[src/hdl/wlss_pkg.sv]
`timescale 1ns / 1ps

package wlss_pkg;

    localparam int SLOTS    = 100;
    localparam int SLOT_W   = $clog2(SLOTS);
    localparam int NUM_W    = 14;
    localparam int MAX_W    = 15;
    localparam int IN_W     = 32;
    localparam int OUT_W    = 48;

    // Sequence number rules
    localparam logic signed [MAX_W-1:0] NUM_NONE   = -15'sd1;
    localparam logic signed [MAX_W-1:0] HALF_RANGE = 15'sd5000;
    localparam logic signed [MAX_W-1:0] WRAP_HIGH  = 15'sd8000;
    localparam logic signed [MAX_W-1:0] WRAP_LOW   = 15'sd2000;
    localparam logic signed [MAX_W-1:0] NUM_TOP    = 15'sd9999;
    localparam logic [NUM_W-1:0]        NUM_MOD    = 14'd10000;
    localparam logic [MAX_W-1:0]        NUM_MOD_W  = 15'd10000;

    typedef enum logic [1:0] {
        REQ_BEGIN  = 2'd0,
        REQ_REPORT = 2'd1,
        REQ_ALLOC  = 2'd2,
        REQ_NONE   = 2'd3
    } req_t;

    typedef enum logic [1:0] {
        ST_IDLE,
        ST_FREE,
        ST_OLD,
        ST_COMMIT
    } state_t;

    // Input tdata layout, lowest field in the lowest bits
    typedef struct packed {
        logic [6:0]       pad;
        logic             has_changes;
        logic             copies_agree;
        logic             checksum_ok;
        logic [NUM_W-1:0] seq_number;
        logic             seq_present;
        logic [6:0]       slot_index;
    } in_t;

    // Output tdata layout, lowest field in the lowest bits
    typedef struct packed {
        logic [1:0]              pad;
        logic                    checksum_problem;
        logic                    current_valid;
        logic [6:0]              current_slot;
        logic signed [MAX_W-1:0] max_number;
        logic                    write_done;
        logic [NUM_W-1:0]        new_number;
        logic [6:0]              chosen_slot;
    } res_t;

    // Write request into the slot table
    typedef struct packed {
        logic              en;
        logic [SLOT_W-1:0] idx;
        logic [NUM_W-1:0]  num;
        logic              vld;
    } tbl_wr_t;

endpackage

[src/hdl/wlss_slot_table.sv]
`timescale 1ns / 1ps

module wlss_slot_table (
    input  logic                      aclk,
    input  logic                      aresetn,
    input  wlss_pkg::tbl_wr_t         wr,
    input  logic [wlss_pkg::SLOT_W-1:0] rd_idx,
    output logic [wlss_pkg::NUM_W-1:0]  rd_num,
    output logic                      rd_vld
);
    import wlss_pkg::*;

    logic [NUM_W-1:0]  mem_array [SLOTS];
    logic [SLOTS-1:0]  vld_reg;
    logic [NUM_W-1:0]  rd_num_reg;
    logic              rd_vld_reg;

    // number storage, one write and one registered read per cycle
    always_ff @(posedge aclk) begin
        if (wr.en) begin
            mem_array[wr.idx] <= wr.num;
        end
        rd_num_reg <= mem_array[rd_idx];
    end

    // per-slot used bits; an unused slot reads as -1 upstream
    always_ff @(posedge aclk) begin
        if (!aresetn) begin
            vld_reg    <= '0;
            rd_vld_reg <= 1'b0;
        end else begin
            if (wr.en) begin
                vld_reg[wr.idx] <= wr.vld;
            end
            rd_vld_reg <= vld_reg[rd_idx];
        end
    end

    assign rd_num = rd_num_reg;
    assign rd_vld = rd_vld_reg;

endmodule

[src/hdl/wear_level_slot_selector.sv]
`timescale 1ns / 1ps

// Save-slot selector for wear-levelled flash saves.
// Input stream (s_*): one request per transfer; s_tuser carries the request
// kind (begin scan, scanned slot report, allocate), s_tdata the slot report
// fields and the has-changes flag. Result stream (m_*): exactly one result
// per request: chosen slot, new number, write-done flag and the status
// (newest number, current slot and its valid flag, sticky checksum problem).
// For begin scan, report and unused codes the result sits in the output
// register on the cycle after the transfer.
// Allocate walks the slot table through its single read port: one pass for
// the free slot and the newest number, a second pass for the oldest slot
// when none is free, then a commit step that issues the result.
// One request is in flight at a time; s_tready drops while allocate runs.
// Reset: all slots read unused, newest number -1, status cleared; the used
// bits are flip-flops, so no clearing pass is needed.
// A stalled receiver holds the result in the output register; a new request
// is taken only when that register is empty or being drained.
module wear_level_slot_selector (
    input  logic        aclk,
    input  logic        aresetn,
    input  logic        s_tvalid,
    output logic        s_tready,
    // [6:0] slot_index, [7] seq_present, [21:8] seq_number, [22] checksum_ok,
    // [23] copies_agree, [24] has_changes, [31:25] zero
    input  logic [31:0] s_tdata,
    // [1:0] req_type
    input  logic [1:0]  s_tuser,
    output logic        m_tvalid,
    input  logic        m_tready,
    // [6:0] chosen_slot, [20:7] new_number, [21] write_done,
    // [36:22] max_number, [43:37] current_slot, [44] current_valid,
    // [45] checksum_problem, [47:46] zero
    output logic [47:0] m_tdata
);
    import wlss_pkg::*;

    state_t                  state_reg, state_next;

    // block status
    logic signed [MAX_W-1:0] newest_reg, newest_next;
    logic [SLOT_W-1:0]       cur_slot_reg, cur_slot_next;
    logic                    cur_vld_reg, cur_vld_next;
    logic                    problem_reg, problem_next;

    // allocate sweep
    logic                    has_chg_reg, has_chg_next;
    logic [SLOT_W-1:0]       addr_reg, addr_next;
    logic                    issue_reg, issue_next;
    logic                    proc_reg, proc_next;
    logic [SLOT_W-1:0]       pidx_reg, pidx_next;
    logic                    free_found_reg, free_found_next;
    logic [SLOT_W-1:0]       free_idx_reg, free_idx_next;
    logic signed [MAX_W-1:0] high_reg, high_next;
    logic signed [MAX_W-1:0] low_reg, low_next;
    logic                    wrapped_reg, wrapped_next;
    logic [SLOT_W-1:0]       cand_reg, cand_next;
    logic [NUM_W-1:0]        cand_val_reg, cand_val_next;

    // output register
    logic                    m_tvalid_reg, m_tvalid_next;
    res_t                    m_res_reg, m_res_next;

    in_t                     s_in;
    req_t                    s_req;
    logic                    s_fire;
    logic                    out_free;
    logic                    last_data;
    logic                    free_now;
    tbl_wr_t                 tbl_wr;
    logic [NUM_W-1:0]        rd_num;
    logic                    rd_vld;

    assign s_in     = in_t'(s_tdata);
    assign s_req    = req_t'(s_tuser);
    assign out_free = !m_tvalid_reg || m_tready;
    assign s_tready = (state_reg == ST_IDLE) && out_free;
    assign s_fire   = s_tvalid && s_tready;
    assign m_tvalid = m_tvalid_reg;
    assign m_tdata  = m_res_reg;

    assign last_data = proc_reg && (pidx_reg == SLOT_W'(SLOTS - 1));
    assign free_now  = free_found_reg || (proc_reg && !rd_vld);

    wlss_slot_table u_table (
        .aclk    (aclk),
        .aresetn (aresetn),
        .wr      (tbl_wr),
        .rd_idx  (addr_reg),
        .rd_num  (rd_num),
        .rd_vld  (rd_vld)
    );

    // next state
    always_comb begin
        state_next = state_reg;
        unique case (state_reg)
            ST_IDLE: begin
                if (s_fire && s_req == REQ_ALLOC) begin
                    state_next = ST_FREE;
                end
            end
            ST_FREE: begin
                if (last_data) begin
                    state_next = free_now ? ST_COMMIT : ST_OLD;
                end
            end
            ST_OLD: begin
                if (last_data) begin
                    state_next = ST_COMMIT;
                end
            end
            ST_COMMIT: begin
                if (out_free) begin
                    state_next = ST_IDLE;
                end
            end
            default: state_next = ST_IDLE;
        endcase
    end

    // datapath and outputs
    always_comb begin
        logic                    in_rng;
        logic                    num_ok;
        logic                    n_ok;
        logic signed [MAX_W-1:0] n_s;
        logic signed [MAX_W-1:0] t1;
        logic signed [MAX_W-1:0] t2;
        logic signed [MAX_W-1:0] v_s;
        logic signed [MAX_W-1:0] hn;
        logic signed [MAX_W-1:0] ln;
        logic                    wr_n;
        logic [MAX_W-1:0]        floor_v;
        logic [MAX_W-1:0]        cv;
        logic [NUM_W-1:0]        nn;

        newest_next     = newest_reg;
        cur_slot_next   = cur_slot_reg;
        cur_vld_next    = cur_vld_reg;
        problem_next    = problem_reg;
        has_chg_next    = has_chg_reg;
        addr_next       = addr_reg;
        issue_next      = issue_reg;
        proc_next       = issue_reg;
        pidx_next       = addr_reg;
        free_found_next = free_found_reg;
        free_idx_next   = free_idx_reg;
        high_next       = high_reg;
        low_next        = low_reg;
        wrapped_next    = wrapped_reg;
        cand_next       = cand_reg;
        cand_val_next   = cand_val_reg;
        m_tvalid_next   = m_tvalid_reg && !m_tready;
        m_res_next      = m_res_reg;
        tbl_wr          = '0;

        in_rng  = 32'(s_in.slot_index) < SLOTS;
        num_ok  = s_in.seq_present && (s_in.seq_number < NUM_MOD);
        n_ok    = num_ok && s_in.checksum_ok;
        n_s     = $signed({1'b0, s_in.seq_number});
        t1      = newest_reg;
        t2      = newest_reg;
        v_s     = rd_vld ? $signed({1'b0, rd_num}) : NUM_NONE;
        hn      = high_reg;
        ln      = low_reg;
        wr_n    = 1'b0;
        floor_v = wrapped_reg ? MAX_W'(HALF_RANGE) : '0;
        cv      = (MAX_W'(cand_val_reg) < floor_v) ? MAX_W'(cand_val_reg) + NUM_MOD_W
                                                   : MAX_W'(cand_val_reg);
        nn      = (newest_reg < 15'sd1 || newest_reg >= NUM_TOP) ? NUM_W'(1)
                                                                : NUM_W'(newest_reg + 15'sd1);

        // sweep address generator
        if (issue_reg) begin
            addr_next = addr_reg + SLOT_W'(1);
            if (addr_reg == SLOT_W'(SLOTS - 1)) begin
                issue_next = 1'b0;
            end
        end

        unique case (state_reg)
            ST_IDLE: begin
                if (s_fire) begin
                    case (s_req)
                        REQ_BEGIN: begin
                            newest_next   = NUM_NONE;
                            cur_slot_next = '0;
                            cur_vld_next  = 1'b0;
                            problem_next  = 1'b0;
                        end
                        REQ_REPORT: begin
                            if (in_rng) begin
                                if (!s_in.copies_agree || (num_ok && !s_in.checksum_ok)) begin
                                    problem_next = 1'b1;
                                end
                                tbl_wr.en  = 1'b1;
                                tbl_wr.idx = SLOT_W'(s_in.slot_index);
                                tbl_wr.num = s_in.seq_number;
                                tbl_wr.vld = n_ok;
                                if (n_ok) begin
                                    if (newest_reg < 15'sd0) begin
                                        t1 = n_s;
                                    end else if (newest_reg > WRAP_HIGH && n_s < WRAP_LOW) begin
                                        t1 = n_s;
                                    end
                                    t2 = t1;
                                    if (n_s > t1 && n_s < t1 + WRAP_LOW) begin
                                        t2 = n_s;
                                    end
                                    newest_next = t2;
                                    if (t2 == n_s) begin
                                        cur_slot_next = SLOT_W'(s_in.slot_index);
                                        cur_vld_next  = 1'b1;
                                    end
                                end
                            end
                        end
                        REQ_ALLOC: begin
                            has_chg_next    = s_in.has_changes;
                            addr_next       = '0;
                            issue_next      = 1'b1;
                            proc_next       = 1'b0;
                            free_found_next = 1'b0;
                            free_idx_next   = '0;
                            high_next       = NUM_NONE;
                            low_next        = NUM_NONE;
                        end
                        default: begin
                        end
                    endcase
                    if (s_req != REQ_ALLOC) begin
                        m_tvalid_next               = 1'b1;
                        m_res_next                  = '0;
                        m_res_next.max_number       = newest_next;
                        m_res_next.current_slot     = 7'(cur_slot_next);
                        m_res_next.current_valid    = cur_vld_next;
                        m_res_next.checksum_problem = problem_next;
                    end
                end
            end
            ST_FREE: begin
                if (proc_reg) begin
                    if (!rd_vld && !free_found_reg) begin
                        free_found_next = 1'b1;
                        free_idx_next   = pidx_reg;
                    end
                    if (v_s > HALF_RANGE) begin
                        if (v_s > high_reg) begin
                            hn = v_s;
                        end
                    end else if (v_s > low_reg) begin
                        ln = v_s;
                    end
                    high_next = hn;
                    low_next  = ln;
                end
                if (last_data) begin
                    wrapped_next = (hn > WRAP_HIGH) && (ln >= 15'sd0);
                    if (wrapped_next) begin
                        newest_next = ln;
                    end else begin
                        newest_next = (ln > hn) ? ln : hn;
                    end
                    cand_next     = free_now ? free_idx_next : '0;
                    cand_val_next = '0;
                    if (!free_now) begin
                        addr_next  = '0;
                        issue_next = 1'b1;
                    end
                end
            end
            ST_OLD: begin
                if (proc_reg) begin
                    if (pidx_reg == '0) begin
                        cand_val_next = rd_num;
                    end else if (MAX_W'(rd_num) > floor_v && MAX_W'(rd_num) < cv) begin
                        cand_next     = pidx_reg;
                        cand_val_next = rd_num;
                    end
                end
            end
            ST_COMMIT: begin
                if (out_free) begin
                    m_tvalid_next      = 1'b1;
                    m_res_next         = '0;
                    m_res_next.chosen_slot = 7'(cand_reg);
                    if (has_chg_reg) begin
                        wr_n                  = 1'b1;
                        newest_next           = $signed({1'b0, nn});
                        m_res_next.new_number = nn;
                        m_res_next.write_done = 1'b1;
                    end
                    tbl_wr.en  = wr_n;
                    tbl_wr.idx = cand_reg;
                    tbl_wr.num = nn;
                    tbl_wr.vld = 1'b1;
                    m_res_next.max_number       = newest_next;
                    m_res_next.current_slot     = 7'(cur_slot_reg);
                    m_res_next.current_valid    = cur_vld_reg;
                    m_res_next.checksum_problem = problem_reg;
                end
            end
            default: begin
            end
        endcase
    end

    always_ff @(posedge aclk) begin
        if (!aresetn) begin
            state_reg      <= ST_IDLE;
            newest_reg     <= NUM_NONE;
            cur_slot_reg   <= '0;
            cur_vld_reg    <= 1'b0;
            problem_reg    <= 1'b0;
            issue_reg      <= 1'b0;
            proc_reg       <= 1'b0;
            free_found_reg <= 1'b0;
            m_tvalid_reg   <= 1'b0;
        end else begin
            state_reg      <= state_next;
            newest_reg     <= newest_next;
            cur_slot_reg   <= cur_slot_next;
            cur_vld_reg    <= cur_vld_next;
            problem_reg    <= problem_next;
            issue_reg      <= issue_next;
            proc_reg       <= proc_next;
            free_found_reg <= free_found_next;
            m_tvalid_reg   <= m_tvalid_next;
        end
    end

    always_ff @(posedge aclk) begin
        has_chg_reg  <= has_chg_next;
        addr_reg     <= addr_next;
        pidx_reg     <= pidx_next;
        free_idx_reg <= free_idx_next;
        high_reg     <= high_next;
        low_reg      <= low_next;
        wrapped_reg  <= wrapped_next;
        cand_reg     <= cand_next;
        cand_val_reg <= cand_val_next;
        m_res_reg    <= m_res_next;
    end

    // an allocate request always starts the free-slot sweep
    a_alloc_start: assert property (@(posedge aclk) disable iff (!aresetn)
        (s_fire && s_req == REQ_ALLOC) |=> state_reg == ST_FREE)
        else $error("allocate did not start the sweep");

    // begin scan, report and unused requests show their result on the next cycle
    a_quick_result: assert property (@(posedge aclk) disable iff (!aresetn)
        (s_fire && s_req != REQ_ALLOC) |=> m_tvalid)
        else $error("missing result for single-cycle request");

    // table read data is only consumed inside a sweep
    a_proc_in_sweep: assert property (@(posedge aclk) disable iff (!aresetn)
        proc_reg |-> (state_reg == ST_FREE || state_reg == ST_OLD))
        else $error("read data outside sweep");

    // the newest number stays in range
    a_newest_range: assert property (@(posedge aclk) disable iff (!aresetn)
        (newest_reg <= NUM_TOP) && (newest_reg >= NUM_NONE))
        else $error("newest number out of range");

    // no table write while a sweep reads it
    a_no_wr_in_sweep: assert property (@(posedge aclk) disable iff (!aresetn)
        (state_reg == ST_FREE || state_reg == ST_OLD) |-> !tbl_wr.en)
        else $error("table write during sweep");

endmodule
[config.mk]
export PLATFORM = sky130hd
export DESIGN_NAME = wear_level_slot_selector
export DESIGN_NICKNAME = d
export VERILOG_FILES = /design/src/hdl/wlss_pkg.sv /design/src/hdl/wlss_slot_table.sv /design/src/hdl/wear_level_slot_selector.sv
export SDC_FILE = /design/constraint.sdc
export NUM_CORES = 2
export LEC_CHECK = 0
export BUFFER_PORTS_ARGS = -buffer_cell sky130_fd_sc_hd__buf_2
export CORE_AREA = 2 2 352 354
export CTS_CLUSTER_DIAMETER = 100
export CTS_CLUSTER_SIZE = 40
export DETAILED_ROUTE_END_ITERATION = 16
export DIE_AREA = 0 0 354 356
export PLACE_DENSITY = 0.72
export RECOVER_POWER = 50
export SLEW_MARGIN = 30
export SYNTH_ARGS = -nofsm -noshare
export SYNTH_HDL_FRONTEND = slang
export SYNTH_SLANG_ARGS = --single-unit
[constraint.sdc]
create_clock -name aclk -period 5.06 [get_ports aclk]
set_input_delay 0.759 -clock aclk [delete_from_list [all_inputs] [get_ports aclk]]
set_output_delay 0.759 -clock aclk [all_outputs]
set_load 0.02 [all_outputs]
Word level (Yosys, flattened, before mapping):

Memories as Yosys holds them, arrays and structs flattened. A register that Yosys moved wholly into a read port is not among the register bits.
Index checks and enable logic that the tools add are counted.

* register bits after elaboration: 253
* RAM bits: 1400
* bits of input ports: 38
* memories: 1
* logic and storage cells: 233
* output and inout port bits: 50

Memory list
* u_table.mem_array: words 100, width 14, read ports 1, clocked after Yosys merged registers in 1, wr ports 1, RTL line wlss_slot_table.sv:13 `logic [NUM_W-1:0] mem_array [SLOTS];`

* reductions and logical operators: 42
* magnitude comparators: 21
* add/sub/neg operators: 4
* eq/ne operators: 22
* multiplexer cells: 115

Operators with widths (count)
* 2-to-1 mux 15 bit: 34
* 2-to-1 mux 48 bit: 3
* 2-to-1 mux 7 bit: 17
* bitwise mux 100 bit: 1
* case mux 48 bit (2 select lines): 1
* 2-to-1 mux 23 bit: 4
* case mux 15 bit (2 select lines): 3
* 2-to-1 mux 14 bit: 5
* > comparator 15 bit: 4
* case mux 7 bit (2 select lines): 4
* case mux 23 bit (2 select lines): 1
* > comparator 15 x 14 -> 1 bit (second input constant): 3
* case mux 15 bit (3 select lines): 1
* case mux 14 bit (2 select lines): 1
* 2-to-1 mux 1 bit: 27
* inequality test 2 bit (second input constant): 10
* less-than comparator 7 x 8 -> 1 bit (second input constant): 2
* AND reduction 4 bit: 4
* adder 14 x 14 -> 15 bit (second input constant): 1
* adder 15 x 12 -> 15 bit (second input constant): 1
* == test 15 bit: 1
* >= comparator 15 x 1 -> 1 bit (second input constant): 1
* >= comparator 15 bit (second input constant): 1
* logical AND 1 bit: 15
* other kinds (32): 59

Depth between registers and ports, before layout:

* depth after elaboration: 26
* mapped depth: 25
* mapped depth without buffers: 22

By module:

From an unflattened synthesis, not the netlist that was laid out.

* cell total of the unflattened synthesis: 4331
* area total of the unflattened synthesis: 70279.9 um2

Modules (own cells, without submodules)
* wlss_slot_table: times used 1, sequential area each 44342.5 um2, area an instance 59099.2 um2, cells an instance 3082
* wear_level_slot_selector: times used 1, sequential area each 4063.9 um2, area an instance 11180.7 um2, cells an instance 1249

Least setup slack after synthesis:

Ideal clock, no wire load.

* kind: register -> register
* from: register newest_reg[0]
* to: register m_res_reg, in the netlist m_tdata[33], data pin
* data arrival time: 5.262 ns
* library setup time: 0.262 ns
* required time: 4.798 ns
* clock period less this slack: 5.524 ns
* path slack: -0.464 ns
* cell stages (with the launch flop): 23
* path buffers: 1
* cells stage by stage: dfxtp_1 clkbuf_1 inv_1 ha_1 and4b_1 a2111o_1 a2bb2oi_4 mux2_2 ha_1 nand2b_1 or4_1 xor2_1 nand2_1 o21ai_0 ha_1 a21o_1 a211oi_1 o21ai_0 o221ai_1 o2111ai_1 a31oi_1 mux2_2 or2_2

RTL lines
* start, declared: RTL line wear_level_slot_selector.sv:41 `logic signed [MAX_W-1:0] newest_reg, newest_next;`
* start signal, assigned: RTL line wear_level_slot_selector.sv:322 `newest_reg <= newest_next;`
* end signal, assigned: RTL line wear_level_slot_selector.sv:343 `m_res_reg <= m_res_next;`
* end, declared: RTL line wear_level_slot_selector.sv:62 `res_t m_res_reg, m_res_next;`

==> summary.txt <==
Status
  – Status: finished, violations left
  – Violations in the final reports: max-capacitance violations, max-slew violations

Yosys
  – Number of synthesized register bits: 1665
  – Most used flip-flop cell after synthesis: sky130_fd_sc_hd__edfxtp_1
  – Cell count after synthesis: 3937
  – Number of different library cells in the post-synthesis netlist: 82
  – Average size of a mapped cell: 17.63 um^2
  – Count of flip-flops with a built-in enable after synthesis: roughly 1500
  – Post-synthesis cell area: 69420 um^2
  – Synth async-reset ratio: 0%
  – Syn. warnings: 0
  – Share of synthesized area occupied by flip-flops and latches: 69.73%

Timing
  – Fraction of the cycle the final worst path needs: 99.82%
  – Hold Fails Final Rpt: 0
  – Shortest period the worst path allows: 5.051 ns
  – Largest clock skew in the final design: a little under 0.06 ns
  – Fmax achieved: 198.0 MHz
  – Worst slew margin relative to its limit: -47.02%
  – Final Setup Violations: 0
  – RSZ-0062 raised after global routing: true
  – Slew at the pin closest to its max-slew limit: 2.202 ns
  – Fin. max-slew vios: between 100 and 150
  – Post-Route Setup TNS: 0 ns

Clock tree
  – Clock tree from TritonCTS: done
  – Clock root buffer: sky130_fd_sc_hd__clkbuf_16
  – H-tree depth: 2
  – Number of clock sinks: 1665
  – CTS Buf Count: 51
  – Clock transition at the registers of the reported paths: 0.14 ns
  – Hold-fix buffers, CTS: 0
  – Worst-case clock buffer depth: 3
  – Clock Latency Late Sink: 0.74 ns

Drt
  – Total number of vias: 37060
  – First drt pass iteration count: 5
  – DRT Wirelength: ~160000 um
  – DRT iter0 DRCs: 4626
  – Post-route ant nets: 0
  – Via density per instance: 6.350
  – Drt wl/cell: 27.83 um
  – Post-route DRC violation count: 0

Cells and area
  – Relative area change from synthesis to final layout: 9.377%
  – Proportion of layout cells with a drive suffix above 1: between 20% and 30%
  – Count of nets after finishing: 4288
  – Count of placed standard cells in the final layout, fillers left out: ~5800
  – Max FFs per register: 1400
  – Final-layout fill cell count: 8756

Worst setup path
  – Launching point of the worst reg2reg path: newest_reg[1]$_SDFFE_PN1P_
  – Category of cells accounting for the largest share of critical-path delay: compound AO/OA/AOI/OAI gates
  – Kind of launch point of the worst setup path: flop
  – Buffers and inverters on the worst path: 3
  – Crit path capture: m_tdata[22]$_DFFE_PP_
  – Peak per-stage delay on the critical path: 0.42 ns
  – Standard cell with the maximum stage delay on the critical path: sky130_fd_sc_hd__or4_4
  – Endpoint of the lowest-slack register-to-register path: m_tdata[22]$_DFFE_PP_
  – Number of cells on the critical path: 23
  – Critical path type: flop to flop
  – Worst endpoint required time: between 5 and 6 ns
  – Worst-path fanout max: 4
  – Cell Chain, Critical Path: inv_2 > ha_4 > and4b_1 > a2111o_1 > a2bb2oi_4 > mux2_4 > ha_4 > nand2b_4 > or4_4 > xor2_1 > nand2_1 > o21ai_1 > ha_1 > buf_4 > nand3_1 > a2111oi_0 > a21oi_1 > o2111ai_4 > a31oi_2 > buf_4 > o31a_1 > o22ai_1 > o21ai_0
  – Minimum setup slack among reg-to-reg paths: around 0.0093 ns
  – Critical Path End Type: flop
  – Worst Reg-to-Reg Cells: 23
  – WP data arrival: 5.54 ns
  – Critical path launch point: newest_reg[1]$_SDFFE_PN1P_

Global routing
  – GRT Overall Usage: 25.83%
  – Overflow after GRT: 0
  – Antenna violations before repair: 0
  – Global-route wire length before repair: 241200 um
  – Maximum number of pins on one net before global-route repair: 101
  – Number of global-route vias before repair: roughly 37000

Power and ir drop
  – Maximum ir drop on the vdd rail: 0.0003078 V
  – Static leakage: 24.22 nW
  – Power density normalized to cell area: between 400 and 500 nW/um^2
  – Power after layout: about 0.031 W

Placed design
  – Port buffer count: 78
  – Half-perimeter wire length after placement: 104600 um
  – Cell total after placement: ~5700
  – Routability Congestion: about 0.98

Floorplanning
  – Number of standard-cell rows in the floorplan: 129
  – Die outline width: 354 um
  – DIE HEIGHT: approximately 360 um
  – Number of ports placed on the die boundary: 88
  – CORE AREA: 122700 um^2
  – Initial core utilization: 56.59%
  – Overall die area: 126000 um^2

Run
  – Maxcap violations: 5

Worst hold path
  – Class of the tightest hold or removal check: primary input to flop
  – Cell depth of the worst hold path: 1
## cell usage after synthesis, types with 7 or more instances
cell type	n	area (um^2)
sky130_fd_sc_hd__or3_1	9	56.30
sky130_fd_sc_hd__a21o_1	17	127.6
sky130_fd_sc_hd__ha_1	95	1189
sky130_fd_sc_hd__clkbuf_1	162	608.1
sky130_fd_sc_hd__a22o_1	22	192.7
sky130_fd_sc_hd__mux2i_1	49	490.5
sky130_fd_sc_hd__nor2b_1	13	81.33
sky130_fd_sc_hd__buf_2	53	265.3
sky130_fd_sc_hd__nor4_1	15	93.84
sky130_fd_sc_hd__xnor2_1	25	219.0
sky130_fd_sc_hd__nor3_1	51	255.2
sky130_fd_sc_hd__and2_1	30	187.7
sky130_fd_sc_hd__nand4_1	20	125.1
sky130_fd_sc_hd__nand3_1	33	165.2
sky130_fd_sc_hd__or2_2	7	43.79
sky130_fd_sc_hd__o211ai_1	12	90.09
sky130_fd_sc_hd__a2111oi_0	7	61.31
sky130_fd_sc_hd__mux2_2	18	202.7
sky130_fd_sc_hd__nand2b_1	25	156.4
sky130_fd_sc_hd__o21a_1	10	75.07
sky130_fd_sc_hd__a31oi_1	8	50.05
sky130_fd_sc_hd__o221ai_1	7	61.31
sky130_fd_sc_hd__dfxtp_1	159	3183
sky130_fd_sc_hd__edfxtp_1	1506	45220
sky130_fd_sc_hd__o22ai_1	14	87.58
sky130_fd_sc_hd__and3_1	9	56.30
sky130_fd_sc_hd__inv_1	84	315.3
sky130_fd_sc_hd__nand2_1	249	934.7
sky130_fd_sc_hd__xor2_1	23	201.4
sky130_fd_sc_hd__nor2_1	224	840.8
sky130_fd_sc_hd__buf_1	20	75.07
sky130_fd_sc_hd__mux4_2	479	10790
sky130_fd_sc_hd__a21oi_1	184	920.9
sky130_fd_sc_hd__o21ai_0	165	825.8
sky130_fd_sc_hd__a32oi_1	9	78.83
sky130_fd_sc_hd__a211oi_1	20	150.1
## layout by cell type (no fill, tap or decap), types with 9 or more instances in the layout
master / count
sky130_fd_sc_hd__buf_12: 26
sky130_fd_sc_hd__buf_2: 29
sky130_fd_sc_hd__nor4_1: 9
sky130_fd_sc_hd__mux2i_1: 45
sky130_fd_sc_hd__a211oi_1: 17
sky130_fd_sc_hd__and2_1: 19
sky130_fd_sc_hd__nand2b_1: 24
sky130_fd_sc_hd__clkbuf_16: 52
sky130_fd_sc_hd__xnor2_1: 25
sky130_fd_sc_hd__nand4_1: 20
sky130_fd_sc_hd__ha_1: 93
sky130_fd_sc_hd__and2_0: 12
sky130_fd_sc_hd__a21o_1: 17
sky130_fd_sc_hd__dfxtp_1: 155
sky130_fd_sc_hd__nand3_1: 32
sky130_fd_sc_hd__xor2_1: 23
sky130_fd_sc_hd__nor2_4: 14
sky130_fd_sc_hd__mux4_2: 479
sky130_fd_sc_hd__o211ai_1: 12
sky130_fd_sc_hd__nor2b_1: 13
sky130_fd_sc_hd__mux2_2: 15
sky130_fd_sc_hd__nor3_1: 46
sky130_fd_sc_hd__o22ai_1: 11
sky130_fd_sc_hd__edfxtp_1: 1506
sky130_fd_sc_hd__a22o_1: 22
sky130_fd_sc_hd__buf_16: 9
sky130_fd_sc_hd__inv_1: 82
sky130_fd_sc_hd__nand2_1: 249
sky130_fd_sc_hd__clkbuf_1: 84
sky130_fd_sc_hd__a21oi_1: 177
sky130_fd_sc_hd__buf_4: 278
sky130_fd_sc_hd__a32oi_1: 9
sky130_fd_sc_hd__o21ai_0: 158
sky130_fd_sc_hd__o21a_1: 10
sky130_fd_sc_hd__nor2_1: 208
sky130_fd_sc_hd__or3_1: 9
## what timing repair did
item	in CTS	in global routing
setup buffers	2	3
endpoints found under the hold margin	0	0
gates cloned	1	0
pin swaps	16	17
gates resized for setup	24	45
setup endpoints to repair	40	45
## worst reg2reg max path, stage by stage, from the launching register on
cell                        delay, ns
sky130_fd_sc_hd__dfxtp_2         0.36
sky130_fd_sc_hd__inv_2           0.05
sky130_fd_sc_hd__ha_4            0.15
sky130_fd_sc_hd__and4b_1         0.18
sky130_fd_sc_hd__a2111o_1        0.41
sky130_fd_sc_hd__a2bb2oi_4       0.21
sky130_fd_sc_hd__mux2_4          0.34
sky130_fd_sc_hd__ha_4            0.16
sky130_fd_sc_hd__nand2b_4        0.13
sky130_fd_sc_hd__or4_4           0.42
sky130_fd_sc_hd__xor2_1          0.15
sky130_fd_sc_hd__nand2_1         0.07
sky130_fd_sc_hd__o21ai_1         0.06
sky130_fd_sc_hd__ha_1            0.30
sky130_fd_sc_hd__buf_4           0.10
sky130_fd_sc_hd__nand3_1         0.10
sky130_fd_sc_hd__a2111oi_0       0.39
sky130_fd_sc_hd__a21oi_1         0.22
sky130_fd_sc_hd__o2111ai_4       0.13
sky130_fd_sc_hd__a31oi_2         0.06
sky130_fd_sc_hd__buf_4           0.19
sky130_fd_sc_hd__o31a_1          0.31
sky130_fd_sc_hd__o22ai_1         0.22
sky130_fd_sc_hd__o21ai_0         0.11
## through the flow
stage	utilization, %	area (um^2)	setup WS (ns)	hold WS, ns
after CTS	61.81	75820	-0.01704	0.1916
after detailed placement	60.32	73990	-0.3921	0.4629
after global routing	61.89	75920	-0.1676	0.2295
final	61.89	75920	0.009256	0.2577
after floorplan	-	69540	-0.1451	0.3290
after global placement	60.08	73700	-0.3277	0.4576
## where the power goes
part | leakage, nW | internal, W | switching (W)
clock | 0.792 | 0.00209 | 0.00401
combinational | 8.22 | 0.00420 | 0.00502
sequential | 15.2 | 0.0154 | 0.000333
## kinds of logic after synthesis
kind of cell	share of synthesized area [%]
DFF	69.73
buffers and inverters	1.961
other	0.005402
xor gates and xnor gates	0.6056
adders and majority gates	1.741
muxes	16.54
AOI/OAI and AO/OA	4.766
and+or+nand+nor	4.647
## area by class of cell
| class | instances | area, um^2 | share of cell area, % |
|---|---|---|---|
| inverter | 87 | 329.1 | 0.4334 |
| multi-input combinational | 1943 | 20130 | 26.52 |
| sequential | 1665 | 48410 | 63.76 |
| antenna | 2 | 5.005 | 0.006592 |
| tap | 1637 | 2048 | 2.698 |
| clock inverter | 16 | 279.0 | 0.3675 |
| timing repair buffer | 407 | 3312 | 4.362 |
| clock buffer | 80 | 1406 | 1.852 |
## how the worst min path moves through the flow
stage                                        to  slack [ns]                        startpoint
6_report                  has_chg_reg$_DFFE_PP_        0.26                       s_tdata[24]
5_1_grt                   has_chg_reg$_DFFE_PP_        0.23                       s_tdata[24]
4_1_cts                   has_chg_reg$_DFFE_PP_        0.19                       s_tdata[24]
3_5_place_dp   u_table.vld_reg[14]$_SDFFE_PN0P_        0.46  u_table.vld_reg[14]$_SDFFE_PN0P_
3_3_place_gp   u_table.vld_reg[67]$_SDFFE_PN0P_        0.46  u_table.vld_reg[67]$_SDFFE_PN0P_
2_1_floorplan               pidx_reg[2]$_DFF_P_        0.33               addr_reg[2]$_DFF_P_
## routing by layer
metal | track usage [%] | wire, um | vias up
li1 | - | - | 16110
met1 | 37.89 | 67900 | 19290
met2 | 42.00 | 78790 | 1452
met3 | 3.078 | 11140 | 220
met4 | 6.542 | 4587 | 0
met5 | 0 | 0 | -
(Power assumes the default switching activity.)
